**src/rtl/core/dsss_plcp_framer_scrambler_assert.svh**
```systemverilog
// ----------------------------------------------------------------------------
// DSSS PLCP framer assertion macros
// Concurrent assertion forms for the framer's RTL, used by dpfs_back.
// ----------------------------------------------------------------------------
`ifndef DSSS_PLCP_FRAMER_SCRAMBLER_ASSERT_SVH
`define DSSS_PLCP_FRAMER_SCRAMBLER_ASSERT_SVH

// same-cycle implication, disabled while in reset
`define DPFS_ASSERT_IMPL(lbl, clk, rst_n, ante, cons, msg) \
  lbl: assert property (@(posedge clk) disable iff (!rst_n) (ante) |-> (cons)) \
    else $error(msg);

// next-cycle implication, disabled while in reset
`define DPFS_ASSERT_NEXT(lbl, clk, rst_n, ante, cons, msg) \
  lbl: assert property (@(posedge clk) disable iff (!rst_n) (ante) |=> (cons)) \
    else $error(msg);

`endif

```
**src/rtl/core/dpfs_pkg.sv**
```systemverilog
// ----------------------------------------------------------------------------
// dpfs_pkg
// Types, codes, constants and helper functions of the DSSS PLCP framer.
// ----------------------------------------------------------------------------
package dpfs_pkg;

  localparam int unsigned PKG_MAX_PSDU_BYTES = 4095;
  localparam int unsigned QUEUE_DEPTH        = 4;

  // input item kinds
  localparam logic KIND_START   = 1'b0;
  localparam logic KIND_PAYLOAD = 1'b1;

  // rate_mode codes
  localparam logic [2:0] MODE_L1    = 3'd0;
  localparam logic [2:0] MODE_L2    = 3'd1;
  localparam logic [2:0] MODE_L55   = 3'd2;
  localparam logic [2:0] MODE_L11   = 3'd3;
  localparam logic [2:0] MODE_S2    = 3'd4;
  localparam logic [2:0] MODE_S55   = 3'd5;
  localparam logic [2:0] MODE_S11   = 3'd6;
  localparam logic [2:0] MODE_UNDEF = 3'd7;

  // SIGNAL field codes
  localparam logic [7:0] SIG_1M  = 8'h0A;
  localparam logic [7:0] SIG_2M  = 8'h14;
  localparam logic [7:0] SIG_5M5 = 8'h37;
  localparam logic [7:0] SIG_11M = 8'h6E;

  localparam logic [7:0] SVC_BASE = 8'h04;
  localparam logic [7:0] SVC_EXT  = 8'h84;

  // preamble bytes
  localparam logic [7:0] LONG_FILL   = 8'hFF;
  localparam logic [7:0] LONG_SFD0   = 8'hA0;
  localparam logic [7:0] LONG_SFD1   = 8'hF3;
  localparam logic [7:0] SHORT_FILL  = 8'h00;
  localparam logic [7:0] SHORT_SFD0  = 8'hCF;
  localparam logic [7:0] SHORT_SFD1  = 8'h05;

  localparam logic [6:0] SEED_LONG  = 7'h1B;
  localparam logic [6:0] SEED_SHORT = 7'h6C;

  localparam logic [15:0] CRC_INIT = 16'hFFFF;
  localparam logic [15:0] CRC_POLY = 16'h1021;

  // header geometry: preamble length, then six header bytes
  localparam int unsigned IDX_W       = 5;
  localparam int unsigned PRE_LONG_N  = 18;
  localparam int unsigned PRE_SHORT_N = 9;
  localparam int unsigned HDR_TAIL_N  = 6;

  // floor(x/11) = (x * RECIP_11) >> RECIP_SHIFT, exact for x < 233016
  localparam logic [17:0] RECIP_11    = 18'd190651;
  localparam int unsigned RECIP_SHIFT = 21;
  localparam int unsigned RECIP_W     = 18;

  // one queued request from front to back
  typedef struct packed {
    logic       is_start;
    logic [2:0] mode;
    logic [7:0] data;
    logic       fend;
  } cmd_t;

  typedef struct packed {
    logic [6:0] state;
    logic [7:0] data;
  } scr_res_t;

  // x^7+x^4+1 scrambler over one byte, bit 0 first
  function automatic scr_res_t scramble_byte(input logic [6:0] s_in, input logic [7:0] b);
    scr_res_t   res;
    logic [6:0] s;
    logic       bit_v;
    s = s_in;
    res.data = '0;
    for (int j = 0; j < 8; j++) begin
      bit_v       = b[j] ^ s[3] ^ s[6];
      res.data[j] = bit_v;
      s           = {s[5:0], bit_v};
    end
    res.state = s;
    return res;
  endfunction

  // CRC-16 CCITT update over one byte, bit 0 first
  function automatic logic [15:0] crc_byte(input logic [15:0] c_in, input logic [7:0] b);
    logic [15:0] c;
    logic        fb;
    c = c_in;
    for (int i = 0; i < 8; i++) begin
      fb = c[15] ^ b[i];
      c  = {c[14:0], 1'b0} ^ (fb ? CRC_POLY : 16'h0000);
    end
    return c;
  endfunction

endpackage

```
**src/rtl/core/dpfs_front.sv**
```systemverilog
// ----------------------------------------------------------------------------
// dpfs_front
// Accepts input items, resolves rate and length, drops stray bytes.
// ----------------------------------------------------------------------------
module dpfs_front import dpfs_pkg::*; #(
  parameter int unsigned MAX_PSDU_BYTES = PKG_MAX_PSDU_BYTES,
  localparam int unsigned LEN_W = $clog2(MAX_PSDU_BYTES + 1)
) (
  input  logic             clk,
  input  logic             rst_n,
  input  logic             in_valid,
  output logic             in_ready,
  input  logic             in_kind,
  input  logic [11:0]      in_psdu_length,
  input  logic [7:0]       in_payload_byte,
  input  logic [2:0]       rate_mode,
  input  logic             q_ready,
  output logic             q_push,
  output cmd_t             q_cmd,
  output logic [LEN_W-1:0] q_len
);

  logic [LEN_W-1:0] rem_r, rem_nxt;
  logic [LEN_W-1:0] len_sat;
  logic             accept;
  logic             is_start;

  assign in_ready = q_ready;
  assign accept   = in_valid && q_ready;
  assign is_start = (in_kind == KIND_START);

  always_comb begin
    if (32'(in_psdu_length) > MAX_PSDU_BYTES) len_sat = LEN_W'(MAX_PSDU_BYTES);
    else                                       len_sat = LEN_W'(in_psdu_length);
  end

  assign q_cmd.is_start = is_start;
  assign q_cmd.mode     = (rate_mode == MODE_UNDEF) ? MODE_L1 : rate_mode;
  assign q_cmd.data     = in_payload_byte;
  assign q_cmd.fend     = (rem_r == LEN_W'(1));
  assign q_len          = len_sat;

  // bytes past the announced length never reach the queue
  assign q_push = accept && (is_start || (rem_r != '0));

  always_comb begin
    rem_nxt = rem_r;
    if (accept) begin
      if (is_start)          rem_nxt = len_sat;
      else if (rem_r != '0)  rem_nxt = rem_r - LEN_W'(1);
    end
  end

  always_ff @(posedge clk) begin
    if (!rst_n) begin
      rem_r <= '0;
    end else begin
      rem_r <= rem_nxt;
    end
  end

endmodule

```
**src/rtl/core/dpfs_queue.sv**
```systemverilog
// ----------------------------------------------------------------------------
// dpfs_queue
// Small register FIFO between the front and back halves.
// ----------------------------------------------------------------------------
module dpfs_queue import dpfs_pkg::*; #(
  parameter int unsigned W     = 8,
  parameter int unsigned DEPTH = QUEUE_DEPTH
) (
  input  logic         clk,
  input  logic         rst_n,
  input  logic         push,
  input  logic [W-1:0] push_data,
  output logic         push_ready,
  input  logic         pop,
  output logic         pop_valid,
  output logic [W-1:0] pop_data
);

  localparam int unsigned PTR_W = (DEPTH > 1) ? $clog2(DEPTH) : 1;
  localparam int unsigned CNT_W = $clog2(DEPTH + 1);

  logic [W-1:0]     slot_r [DEPTH];
  logic [PTR_W-1:0] wr_ptr_r, wr_ptr_nxt;
  logic [PTR_W-1:0] rd_ptr_r, rd_ptr_nxt;
  logic [CNT_W-1:0] count_r, count_nxt;

  assign push_ready = (count_r != CNT_W'(DEPTH));
  assign pop_valid  = (count_r != '0);
  assign pop_data   = slot_r[rd_ptr_r];

  always_comb begin
    wr_ptr_nxt = wr_ptr_r;
    rd_ptr_nxt = rd_ptr_r;
    count_nxt  = count_r;
    if (push) wr_ptr_nxt = (wr_ptr_r == PTR_W'(DEPTH - 1)) ? '0 : wr_ptr_r + PTR_W'(1);
    if (pop)  rd_ptr_nxt = (rd_ptr_r == PTR_W'(DEPTH - 1)) ? '0 : rd_ptr_r + PTR_W'(1);
    if (push && !pop)      count_nxt = count_r + CNT_W'(1);
    else if (pop && !push) count_nxt = count_r - CNT_W'(1);
  end

  always_ff @(posedge clk) begin
    if (push) slot_r[wr_ptr_r] <= push_data;
  end

  always_ff @(posedge clk) begin
    if (!rst_n) begin
      wr_ptr_r <= '0;
      rd_ptr_r <= '0;
      count_r  <= '0;
    end else begin
      wr_ptr_r <= wr_ptr_nxt;
      rd_ptr_r <= rd_ptr_nxt;
      count_r  <= count_nxt;
    end
  end

endmodule

```
**src/rtl/core/dpfs_back.sv**
```systemverilog
// ----------------------------------------------------------------------------
// dpfs_back
// Emits preamble, header with CRC and payload, scrambled, one byte a cycle unless out_ready stalls.
// ----------------------------------------------------------------------------
`include "dsss_plcp_framer_scrambler_assert.svh"

module dpfs_back import dpfs_pkg::*; #(
  parameter int unsigned MAX_PSDU_BYTES = PKG_MAX_PSDU_BYTES,
  localparam int unsigned LEN_W = $clog2(MAX_PSDU_BYTES + 1)
) (
  input  logic             clk,
  input  logic             rst_n,
  input  logic             q_valid,
  input  cmd_t             q_cmd,
  input  logic [LEN_W-1:0] q_len,
  output logic             q_pop,
  output logic             out_valid,
  input  logic             out_ready,
  output logic [7:0]       out_byte,
  output logic             out_last_of_run,
  output logic             out_frame_end
);

  localparam int unsigned X_W = LEN_W + 5;
  localparam int unsigned P_W = X_W + RECIP_W;
  localparam int unsigned Q_W = P_W - RECIP_SHIFT;
  localparam int unsigned D_W = X_W + 1;

  // header offsets after the preamble
  localparam logic [IDX_W-1:0] H_SIGNAL  = IDX_W'(0);
  localparam logic [IDX_W-1:0] H_SERVICE = IDX_W'(1);
  localparam logic [IDX_W-1:0] H_LEN_LO  = IDX_W'(2);
  localparam logic [IDX_W-1:0] H_LEN_HI  = IDX_W'(3);
  localparam logic [IDX_W-1:0] H_CRC_LO  = IDX_W'(4);

  logic             hdr_r;
  logic [IDX_W-1:0] idx_r;
  logic             long_r;
  logic [2:0]       mode_r;
  logic [LEN_W-1:0] len_r;
  logic [6:0]       scr_r;
  logic [15:0]      crc_r;
  logic [Q_W-1:0]   q_r;
  logic [15:0]      us_r;
  logic             svc_r;
  logic             out_valid_r;
  logic [7:0]       out_byte_r;
  logic             out_last_r;
  logic             out_fend_r;

  logic             load, pop_start, pop_long, hdr_last, crc_upd;
  logic [IDX_W-1:0] pre_n, hdr_n_last, h;
  logic [7:0]       sig, hdr_byte, src_byte;
  logic [6:0]       scr_in;
  scr_res_t         scr;
  logic [X_W-1:0]   div_x;
  logic [P_W-1:0]   prod;
  logic [D_W-1:0]   ext_diff;
  logic [31:0]      len8, len4, q32;

  assign load      = !out_valid_r || out_ready;
  assign q_pop     = load && !hdr_r && q_valid;
  assign pop_start = q_pop && q_cmd.is_start;
  assign pop_long  = (q_cmd.mode <= MODE_L11);

  assign pre_n      = long_r ? IDX_W'(PRE_LONG_N) : IDX_W'(PRE_SHORT_N);
  assign hdr_n_last = pre_n + IDX_W'(HDR_TAIL_N - 1);
  assign h          = idx_r - pre_n;
  assign hdr_last   = (idx_r == hdr_n_last);
  assign crc_upd    = hdr_r && load && (idx_r >= pre_n) && (h < H_CRC_LO);

  always_comb begin
    case (mode_r) inside
      MODE_L1:          sig = SIG_1M;
      MODE_L2, MODE_S2:   sig = SIG_2M;
      MODE_L55, MODE_S55: sig = SIG_5M5;
      default:          sig = SIG_11M;
    endcase
  end

  always_comb begin
    if (idx_r < pre_n - IDX_W'(2))      hdr_byte = long_r ? LONG_FILL : SHORT_FILL;
    else if (idx_r == pre_n - IDX_W'(2)) hdr_byte = long_r ? LONG_SFD0 : SHORT_SFD0;
    else if (idx_r == pre_n - IDX_W'(1)) hdr_byte = long_r ? LONG_SFD1 : SHORT_SFD1;
    else begin
      case (h)
        H_SIGNAL:  hdr_byte = sig;
        H_SERVICE: hdr_byte = svc_r ? SVC_EXT : SVC_BASE;
        H_LEN_LO:  hdr_byte = us_r[7:0];
        H_LEN_HI:  hdr_byte = us_r[15:8];
        H_CRC_LO:  hdr_byte = ~crc_r[7:0];
        default:   hdr_byte = ~crc_r[15:8];
      endcase
    end
  end

  always_comb begin
    if (hdr_r)          src_byte = hdr_byte;
    else if (pop_start) src_byte = pop_long ? LONG_FILL : SHORT_FILL;
    else                src_byte = q_cmd.data;
  end

  assign scr_in = pop_start ? (pop_long ? SEED_LONG : SEED_SHORT) : scr_r;
  assign scr    = scramble_byte(scr_in, src_byte);

  // LENGTH in microseconds: reciprocal multiply, then a registered fix-up stage
  assign div_x = ((mode_r == MODE_L55) || (mode_r == MODE_S55))
               ? ({len_r, 4'b0000} + X_W'(10))
               : ({1'b0, len_r, 3'b000} + X_W'(10));
  assign prod  = P_W'(div_x) * P_W'(RECIP_11);

  assign ext_diff = (D_W'(q_r) << 3) + (D_W'(q_r) << 1) + D_W'(q_r)
                  - (D_W'(len_r) << 3);
  assign len8 = 32'(len_r) << 3;
  assign len4 = 32'(len_r) << 2;
  assign q32  = 32'(q_r);

  always_ff @(posedge clk) begin
    q_r   <= prod[P_W-1:RECIP_SHIFT];
    svc_r <= ((mode_r == MODE_L11) || (mode_r == MODE_S11)) && (ext_diff >= D_W'(8));
    case (mode_r) inside
      MODE_L1:          us_r <= len8[15:0];
      MODE_L2, MODE_S2: us_r <= len4[15:0];
      default:          us_r <= q32[15:0];
    endcase
  end

  always_ff @(posedge clk) begin
    if (crc_upd)   crc_r <= crc_byte(crc_r, hdr_byte);
    if (pop_start) begin
      crc_r  <= CRC_INIT;
      mode_r <= q_cmd.mode;
      len_r  <= q_len;
      long_r <= pop_long;
    end
    if (load && (hdr_r || q_pop)) begin
      out_byte_r <= scr.data;
      if (hdr_r) begin
        out_last_r <= hdr_last;
        out_fend_r <= hdr_last && (len_r == '0);
      end else begin
        // a start opens the preamble; only a payload byte ends its own run
        out_last_r <= !q_cmd.is_start;
        out_fend_r <= q_cmd.is_start ? 1'b0 : q_cmd.fend;
      end
    end
  end

  always_ff @(posedge clk) begin
    if (!rst_n) begin
      hdr_r       <= 1'b0;
      idx_r       <= '0;
      scr_r       <= '0;
      out_valid_r <= 1'b0;
    end else begin
      if (load) out_valid_r <= hdr_r || q_pop;
      if (load && (hdr_r || q_pop)) scr_r <= scr.state;
      if (hdr_r && load) begin
        idx_r <= idx_r + IDX_W'(1);
        if (hdr_last) hdr_r <= 1'b0;
      end
      if (pop_start) begin
        hdr_r <= 1'b1;
        idx_r <= IDX_W'(1);
      end
    end
  end

  assign out_valid       = out_valid_r;
  assign out_byte        = out_byte_r;
  assign out_last_of_run = out_last_r;
  assign out_frame_end   = out_fend_r;

  `DPFS_ASSERT_IMPL(a_fend_is_last, clk, rst_n, out_valid_r && out_fend_r, out_last_r, "frame end not marked last")
  `DPFS_ASSERT_NEXT(a_hdr_close, clk, rst_n, hdr_r && load && hdr_last, !hdr_r && out_valid_r && out_last_r, "header did not close on last byte")
  `DPFS_ASSERT_IMPL(a_idx_bound, clk, rst_n, hdr_r, (idx_r <= hdr_n_last) && (idx_r != '0), "header index out of range")
  `DPFS_ASSERT_NEXT(a_start_opens, clk, rst_n, pop_start, hdr_r && out_valid_r && !out_last_r, "start did not open header")

endmodule

```
**src/rtl/core/dsss_plcp_framer_scrambler.sv**
```systemverilog
// ----------------------------------------------------------------------------
// dsss_plcp_framer_scrambler
// 802.11b DSSS PLCP framer: preamble, header with CRC-16, scrambled payload.
// ----------------------------------------------------------------------------
// Usage:
//   Input channel (in_valid/in_ready): a start request (in_kind 0) carries the
//   PSDU length and opens a frame; payload requests (in_kind 1) carry a byte.
//   Output channel (out_valid/out_ready): scrambled bytes, bit 0 first on air,
//   with out_last_of_run on the last byte caused by a request and
//   out_frame_end on the final byte of the PPDU.
//   cfg_wr_en/cfg_wr_data write rate_mode; write only while the block is idle.
// Data path and throughput:
//   A request goes through a 4-deep queue and the output register before its
//   first byte is on the output. A payload request emits one byte; a start
//   request emits 24 bytes (long) or 15 bytes (short) at one byte per cycle
//   while out_ready is high, set by the single output register.
//   Input keeps flowing during a header until the queue fills.
// Reset: no frame open, rate_mode 0, queue and output register empty.
// Stall: when out_ready is low the output holds; the queue absorbs up to 4
//   requests, then in_ready drops. Bytes outside a frame are taken and dropped.
// ----------------------------------------------------------------------------
module dsss_plcp_framer_scrambler import dpfs_pkg::*; #(
  parameter int unsigned MAX_PSDU_BYTES = PKG_MAX_PSDU_BYTES
) (
  input  logic        clk,
  input  logic        rst_n,
  input  logic        in_valid,
  output logic        in_ready,
  input  logic        in_kind,
  input  logic [11:0] in_psdu_length,
  input  logic [7:0]  in_payload_byte,
  output logic        out_valid,
  input  logic        out_ready,
  output logic [7:0]  out_byte,
  output logic        out_last_of_run,
  output logic        out_frame_end,
  input  logic        cfg_wr_en,
  input  logic [2:0]  cfg_wr_data
);

  localparam int unsigned LEN_W = $clog2(MAX_PSDU_BYTES + 1);
  localparam int unsigned Q_W   = $bits(cmd_t) + LEN_W;

  logic [2:0]       rate_mode_r;

  // front -> queue
  logic             f_push, q_ready;
  cmd_t             f_cmd;
  logic [LEN_W-1:0] f_len;

  // queue -> back
  logic             b_pop, b_valid;
  logic [Q_W-1:0]   b_data;
  cmd_t             b_cmd;
  logic [LEN_W-1:0] b_len;

  // rate register, sampled by the front at each start request
  always_ff @(posedge clk) begin
    if (!rst_n) begin
      rate_mode_r <= MODE_L1;
    end else if (cfg_wr_en) begin
      rate_mode_r <= cfg_wr_data;
    end
  end

  dpfs_front #(.MAX_PSDU_BYTES(MAX_PSDU_BYTES)) u_front (
    .clk             (clk),
    .rst_n           (rst_n),
    .in_valid        (in_valid),
    .in_ready        (in_ready),
    .in_kind         (in_kind),
    .in_psdu_length  (in_psdu_length),
    .in_payload_byte (in_payload_byte),
    .rate_mode       (rate_mode_r),
    .q_ready         (q_ready),
    .q_push          (f_push),
    .q_cmd           (f_cmd),
    .q_len           (f_len)
  );

  dpfs_queue #(.W(Q_W), .DEPTH(QUEUE_DEPTH)) u_queue (
    .clk        (clk),
    .rst_n      (rst_n),
    .push       (f_push),
    .push_data  ({f_cmd, f_len}),
    .push_ready (q_ready),
    .pop        (b_pop),
    .pop_valid  (b_valid),
    .pop_data   (b_data)
  );

  assign {b_cmd, b_len} = b_data;

  dpfs_back #(.MAX_PSDU_BYTES(MAX_PSDU_BYTES)) u_back (
    .clk             (clk),
    .rst_n           (rst_n),
    .q_valid         (b_valid),
    .q_cmd           (b_cmd),
    .q_len           (b_len),
    .q_pop           (b_pop),
    .out_valid       (out_valid),
    .out_ready       (out_ready),
    .out_byte        (out_byte),
    .out_last_of_run (out_last_of_run),
    .out_frame_end   (out_frame_end)
  );

endmodule
```
**config.mk**
```make
export PLATFORM = sky130hd
export DESIGN_NAME = dsss_plcp_framer_scrambler
export DESIGN_NICKNAME = d
export VERILOG_FILES = /design/src/rtl/core/dpfs_pkg.sv /design/src/rtl/core/dpfs_front.sv /design/src/rtl/core/dpfs_queue.sv /design/src/rtl/core/dpfs_back.sv /design/src/rtl/core/dsss_plcp_framer_scrambler.sv
export VERILOG_INCLUDE_DIRS = /design/src /design/src/rtl/core
export SDC_FILE = /design/constraint.sdc
export NUM_CORES = 1
export LEC_CHECK = 0
export BUFFER_PORTS_ARGS = -buffer_cell sky130_fd_sc_hd__buf_2
export CAP_MARGIN = 30
export CORE_UTILIZATION = 58
export DETAILED_ROUTE_END_ITERATION = 10
export PLACE_DENSITY_LB_ADDON = 0.1
export SLEW_MARGIN = 0
export SYNTH_ARGS = -nofsm -noshare
export SYNTH_HDL_FRONTEND = slang
export SYNTH_SLANG_ARGS = --single-unit
```
**constraint.sdc**
```tcl
create_clock -name clk -period 7.14 [get_ports clk]
set_clock_uncertainty 0.15 [all_clocks]
set_input_delay 1.071 -clock clk [delete_from_list [all_inputs] [get_ports clk]]
set_output_delay 1.071 -clock clk [all_outputs]
set_load 0.03 [all_outputs]
```
# After elaboration in Yosys (flattened, before gate mapping)
# Memory sizes are Yosys's and may differ from the RTL's. A register that Yosys moved wholly into a read port is not among the register bits.
# Cells that the tools add are included.
# op_classes
n_lt_le_gt_ge,5
mul,1
reduce_logical,37
mux,47
bitwise,36
n_addsub,15
eq_ne,19
# ops
op,n
bitwise XOR 16 bit,8
two-way mux 13 bit,8
two-way mux 8 bit,10
one-hot mux 8 bit (5 select lines),1
"multiplier 17 x 18 -> 35 bit, second input constant",1
two-way mux 7 bit,5
two-way mux 12 bit,2
bitwise XOR 1 bit,24
adder 17 x 15 -> 18 bit,1
adder 18 x 14 -> 18 bit,1
">= comparator 18 x 4 -> 1 bit, second input constant",1
subtractor 18 x 15 -> 18 bit,1
"adder 16 x 4 -> 17 bit, second input constant",1
two-way mux 17 bit,1
"adder 15 x 4 -> 16 bit, second input constant",1
NOT 8 bit,2
equality test 5 bit,3
two-way mux 15 bit,1
two-way mux 14 bit,1
logical AND 1 bit,13
"equality test 12 x 1 -> 1 bit, second input constant",1
"equality test 3 bit, second input constant",4
logical NOT 12 bit,1
nonzero test 12 bit,1
other kinds (35),67
# word_totals
reg_bits,109
inputBits,29
n_memories,1
mem_bits_rw,100
# mem_list
memory,depth,word_bits,rd,rd_clocked_by_memory_dff,wr,line,source
u_queue.slot_r,4,25,1,1,1,dpfs_queue.sv:22,logic [W-1:0] slot_r [DEPTH];

# Logic depth before layout (Yosys ltp)
# logic_depth
depth_word,33
mapped_depth,29

# Hierarchy
# A second synthesis with hierarchy kept.
# hier_totals
hier_cells,1460
area_unflattened_um2,15635.0
# by_module_without_submodules
mod,instances,cells_per_inst,area_each_um2
dpfs_back,1,1138,10356.2
dpfs_queue,1,176,4110.2
dpfs_front,1,137,1059.8
dsss_plcp_framer_scrambler,1,9,108.9

# Worst setup path after synthesis
# OpenSTA, ideal clock, no wires.
# synth_timing
kind,flip-flop to flip-flop
startpoint,register u_back.mode_r[0]
endpoint,register u_back.q_r[12]
stages_incl_launch_ff,24
synth_period_minus_slack_ns,6.663
slack_ns,0.477
t_arrival_ns,6.442
path_cell_list,edfxtp_1 o21ai_1 nand2_1 clkbuf_1 o21ai_0 fa_1 inv_1 fa_1 fa_1 fa_1 inv_1 fa_1 inv_1 fa_1 inv_1 ha_1 nand3_1 o21ai_0 a21oi_1 and2_1 a21oi_1 a31oi_1 o31ai_1 xor2_1
# synth_via
elab_chain_len,4
# synth_rtl
item,line,source
from (decl),dpfs_back.sv:39,logic [2:0] mode_r;
from (signal assigned),dpfs_back.sv:132,mode_r <= q_cmd.mode;
equality test 3 x 2 -> 1 bit / equality test 3 bit (equally long branches),dpfs_back.sv:107,assign div_x = ((mode_r == MODE_L55) || (mode_r == MODE_S55))
logical OR 1 bit *,dpfs_back.sv:107,
two-way mux 17 bit *,dpfs_back.sv:108,"? ({len_r, 4'b0000} + X_W'(10))"
multiplier 17 x 18 -> 35 bit *,dpfs_back.sv:110,assign prod = P_W'(div_x) * P_W'(RECIP_11);
net u_back.prod[33],dpfs_back.sv:57,logic [P_W-1:0] prod;
to (signal assigned),dpfs_back.sv:119,q_r <= prod[P_W-1:RECIP_SHIFT];
to (decl),dpfs_back.sv:43,logic [Q_W-1:0] q_r;
# The timed path passes the listed nets; every way through them passes the cells marked *.
# A chain may end at the register's enable or synchronous reset.

# Final worst setup path
# layout_timing
startpoint,register u_back.mode_r[2]
endpoint,register u_back.q_r[12]
# The elaborated chain is that of the path after synthesis.

==> metrics.txt <==
Async S/R FF share, synth=0%; GRT overflow=0; post-synthesis xor/xnor area fraction=under 10%; post-synthesis adder-cell area fraction=26.0%; first-pass GRT wire length=55000 um; antenna violations before repair=0; Slew Viols, Final=0; Fmax=about 150 MHz; Nets=between 1.5k and 2k; cell row count=a little under 60; final setup fails=0; Initial Util=between 50% and 60%; Mapped Area=~15000 um2; Worst Setup Path Type=flop to flop; Max H-tree Level=1; die width=165 um; Area growth, synth to finish=9.80%; TritonCTS buffer count=23; headroom to the max-slew limit=between 30% and 40%; Tmin final=6.76 ns; final cycle utilization of the critical path=94.7%; Cell variety after synth=between 70 and 80; share of layout cells above drive strength 1=around 11%; CTS tree=done; synth warn=0; Worst-Margin Slew=1.04 ns; hold crit path type=flop to flop; Detailed Route WL=between 30000 and 40000 um; clk root buf=clkbuf_16; DRC=0; final-layout fill cell count=just over 2k; Hold Buf Count CTS=0; I/O pin count=41; final hold vios=0; via count=10.7k; register area share after synthesis=a little over a third; unrepaired setup endpoints after global routing=no; largest family of logic cells by synthesized area=adder cells; Initial DRT Pass Iterations=6; Clock Pin Slew Worst Setup and Hold Paths=0.06 ns; Seq cells post-synth=210; core area=between 20000 and 30000 um2; GRT Total Usage=a little over a quarter; WL/cell=about 18 um; endpoint type of the worst setup path=flop; CP Data Arrival Time=7.05 ns; data required time of the critical path=approximately 7.4 ns; CP Launch Type=flop; DR vias/cell=around 5.8; most frequent cell after synthesis=inv_1; Die Ht=~160 um; largest net degree at the start of global routing=31; status=completed; Final ANT Viol Nets=0; post-synth top area share=about a quarter; CTS Buffer Depth=3; Final Wtd Congestion=0.946; die area=between 20000 and 30000 um2; post-DP HPWL=around 27000 um; maxcap violations=0; synthesized-area fraction occupied by and/or/nand/nor cells=9.44%; Clk Latency, worst-skew pair=~0.52 ns; Post-synth top cells=inv_1 (235), ha_1 (159), edfxtp_1 (126); CP Max Fanout=7; area leader, netlist=edfxtp_1; top post-synthesis cells by area=edfxtp_1 (25%), fa_1 (13%), ha_1 (13%), dfxtp_1 (11%), inv_1 (5.7%); Initial DRC Count=~620; diode count=0; Synthesized Nets=1735; EDFF count, synth=126; Synth Area in Compound Gates=around 13%; Synth Area per Inst=around 11 um2; vias in the first global route=10.5k; Port Buffer Count=40; clock sink total=210; total negative slack=0 ns; Cells after Synth=1447; Top FF cell, synth=edfxtp_1; mux contribution to synthesized area=around 4.8%
[cells by family (layout without fill, tap and decap cells)]
logic type,Yosys count,count (layout)
AOI/OAI and AO/OA,288,288
xor gates and xnor gates,67,67
adders and majority gates,259,259
buffers and inverters,283,349
DFF,210,210
muxes,42,42
and+or+nand+nor,298,298
[cell type report]
type	count	area (um2)	share of cell area, %
repair buffers	71	433	2.57
multi-input cells	954	8840	52.5
well taps	335	419	2.49
clock buffers	30	622	3.69
clock inverters	12	178	1.05
inverters	236	886	5.26
flip-flops and latches	210	5470	32.5
[routing by layer]
metal	up-vias	global-route usage, %	share of wire (%)
li1	5163	-	-
met1	5232	38.4	47
met2	305	41.5	45
met3	45	4.09	6.2
met4	0	4.17	1.5
met5	-	0	0
[registers in the layout, summed over array words and instances (netlist names), 7 cells and up, named ones only]
name             flops
u_back.crc_r        16
u_back.len_r        12
u_back.out_byte      8
u_back.q_r          14
u_back.scr_r         7
u_back.us_r         15
u_front.rem_r       12
u_queue.slot_r     100
[stage by stage]
| step | setup WS (ns) | hold slack (ns) | cell area, um2 | utilization [%] | std cells |
|---|---|---|---|---|---|
| floorplan | 0.477 | 0.295 | 15300 | - | 1447 |
| global placement | 0.193 | 0.307 | 16000 | 61.5 | 1803 |
| detailed placement | 0.0813 | 0.315 | 16000 | 61.5 | 1804 |
| CTS | 0.0130 | 0.329 | 16800 | 64.6 | 1846 |
| global route | 0.0103 | 0.350 | 16800 | 64.8 | 1848 |
| finish | 0.380 | 0.336 | 16800 | 64.8 | 1848 |
[repair_timing]
| action | 4_1_cts | 5_1_grt |
|---|---|---|
| resized for setup | 0 | 12 |
| setup buffers | 0 | 2 |
| endpoints found under the setup margin | 0 | 11 |
| endpoints found under the hold margin | 0 | 0 |
[cell usage in the layout, fill, tap and decap left out, types with 5 or more instances in the layout]
| master | instances |
|---|---|
| o22ai_1 | 17 |
| nand4_1 | 11 |
| nor4_1 | 12 |
| xnor2_1 | 38 |
| and2_1 | 11 |
| ha_1 | 159 |
| buf_4 | 31 |
| o21ai_0 | 31 |
| nand2_1 | 79 |
| o21a_1 | 10 |
| a21boi_0 | 6 |
| nand2b_1 | 11 |
| nor2_1 | 76 |
| a21o_1 | 17 |
| fa_1 | 100 |
| mux4_2 | 25 |
| a211oi_1 | 11 |
| nand3_1 | 19 |
| or3_1 | 12 |
| xor2_1 | 25 |
| nor2b_1 | 13 |
| a21oi_1 | 73 |
| o21ai_1 | 12 |
| a22oi_1 | 16 |
| nor3_1 | 21 |
| clkbuf_1 | 5 |
| and3_1 | 11 |
| o211ai_1 | 10 |
| dfxtp_1 | 83 |
| a22o_1 | 5 |
| clkbuf_16 | 23 |
| buf_2 | 40 |
| a31oi_1 | 13 |
| edfxtp_1 | 126 |
| or2_2 | 9 |
| inv_1 | 235 |
| o31ai_1 | 7 |
| mux2i_1 | 14 |
[critical path: stages, from the launching register on]
cell	delay, ns
edfxtp_1	0.47
o21ai_1	0.23
buf_4	0.18
and2_2	0.22
o2bb2ai_1	0.16
a31o_4	0.22
inv_1	0.07
fa_1	0.48
inv_1	0.09
fa_1	0.47
ha_1	0.35
fa_1	0.50
fa_1	0.54
inv_1	0.06
fa_1	0.53
inv_1	0.04
ha_1	0.30
o2111ai_1	0.20
a211oi_2	0.29
o2111ai_2	0.26
a21oi_2	0.25
a31oi_1	0.15
o31ai_1	0.29
xor2_1	0.16
[worst paths after layout]
kind	start	to	slack [ns]	cells after the start
max	u_back.mode_r[2]$_DFFE_PP_	u_back.q_r[12]$_DFF_P_	0.38	23
min	u_back.crc_r[7]$_SDFFE_PP1P_	u_back.crc_r[7]$_SDFFE_PP1P_	0.34	2
max reg2reg	u_back.mode_r[2]$_DFFE_PP_	u_back.q_r[12]$_DFF_P_	0.38	23
min reg2reg	u_back.crc_r[7]$_SDFFE_PP1P_	u_back.crc_r[7]$_SDFFE_PP1P_	0.34	2
Power is left out: the tool's default activity adds up to more than one toggle a clock period on the data nets, which glitch-free logic cannot reach.
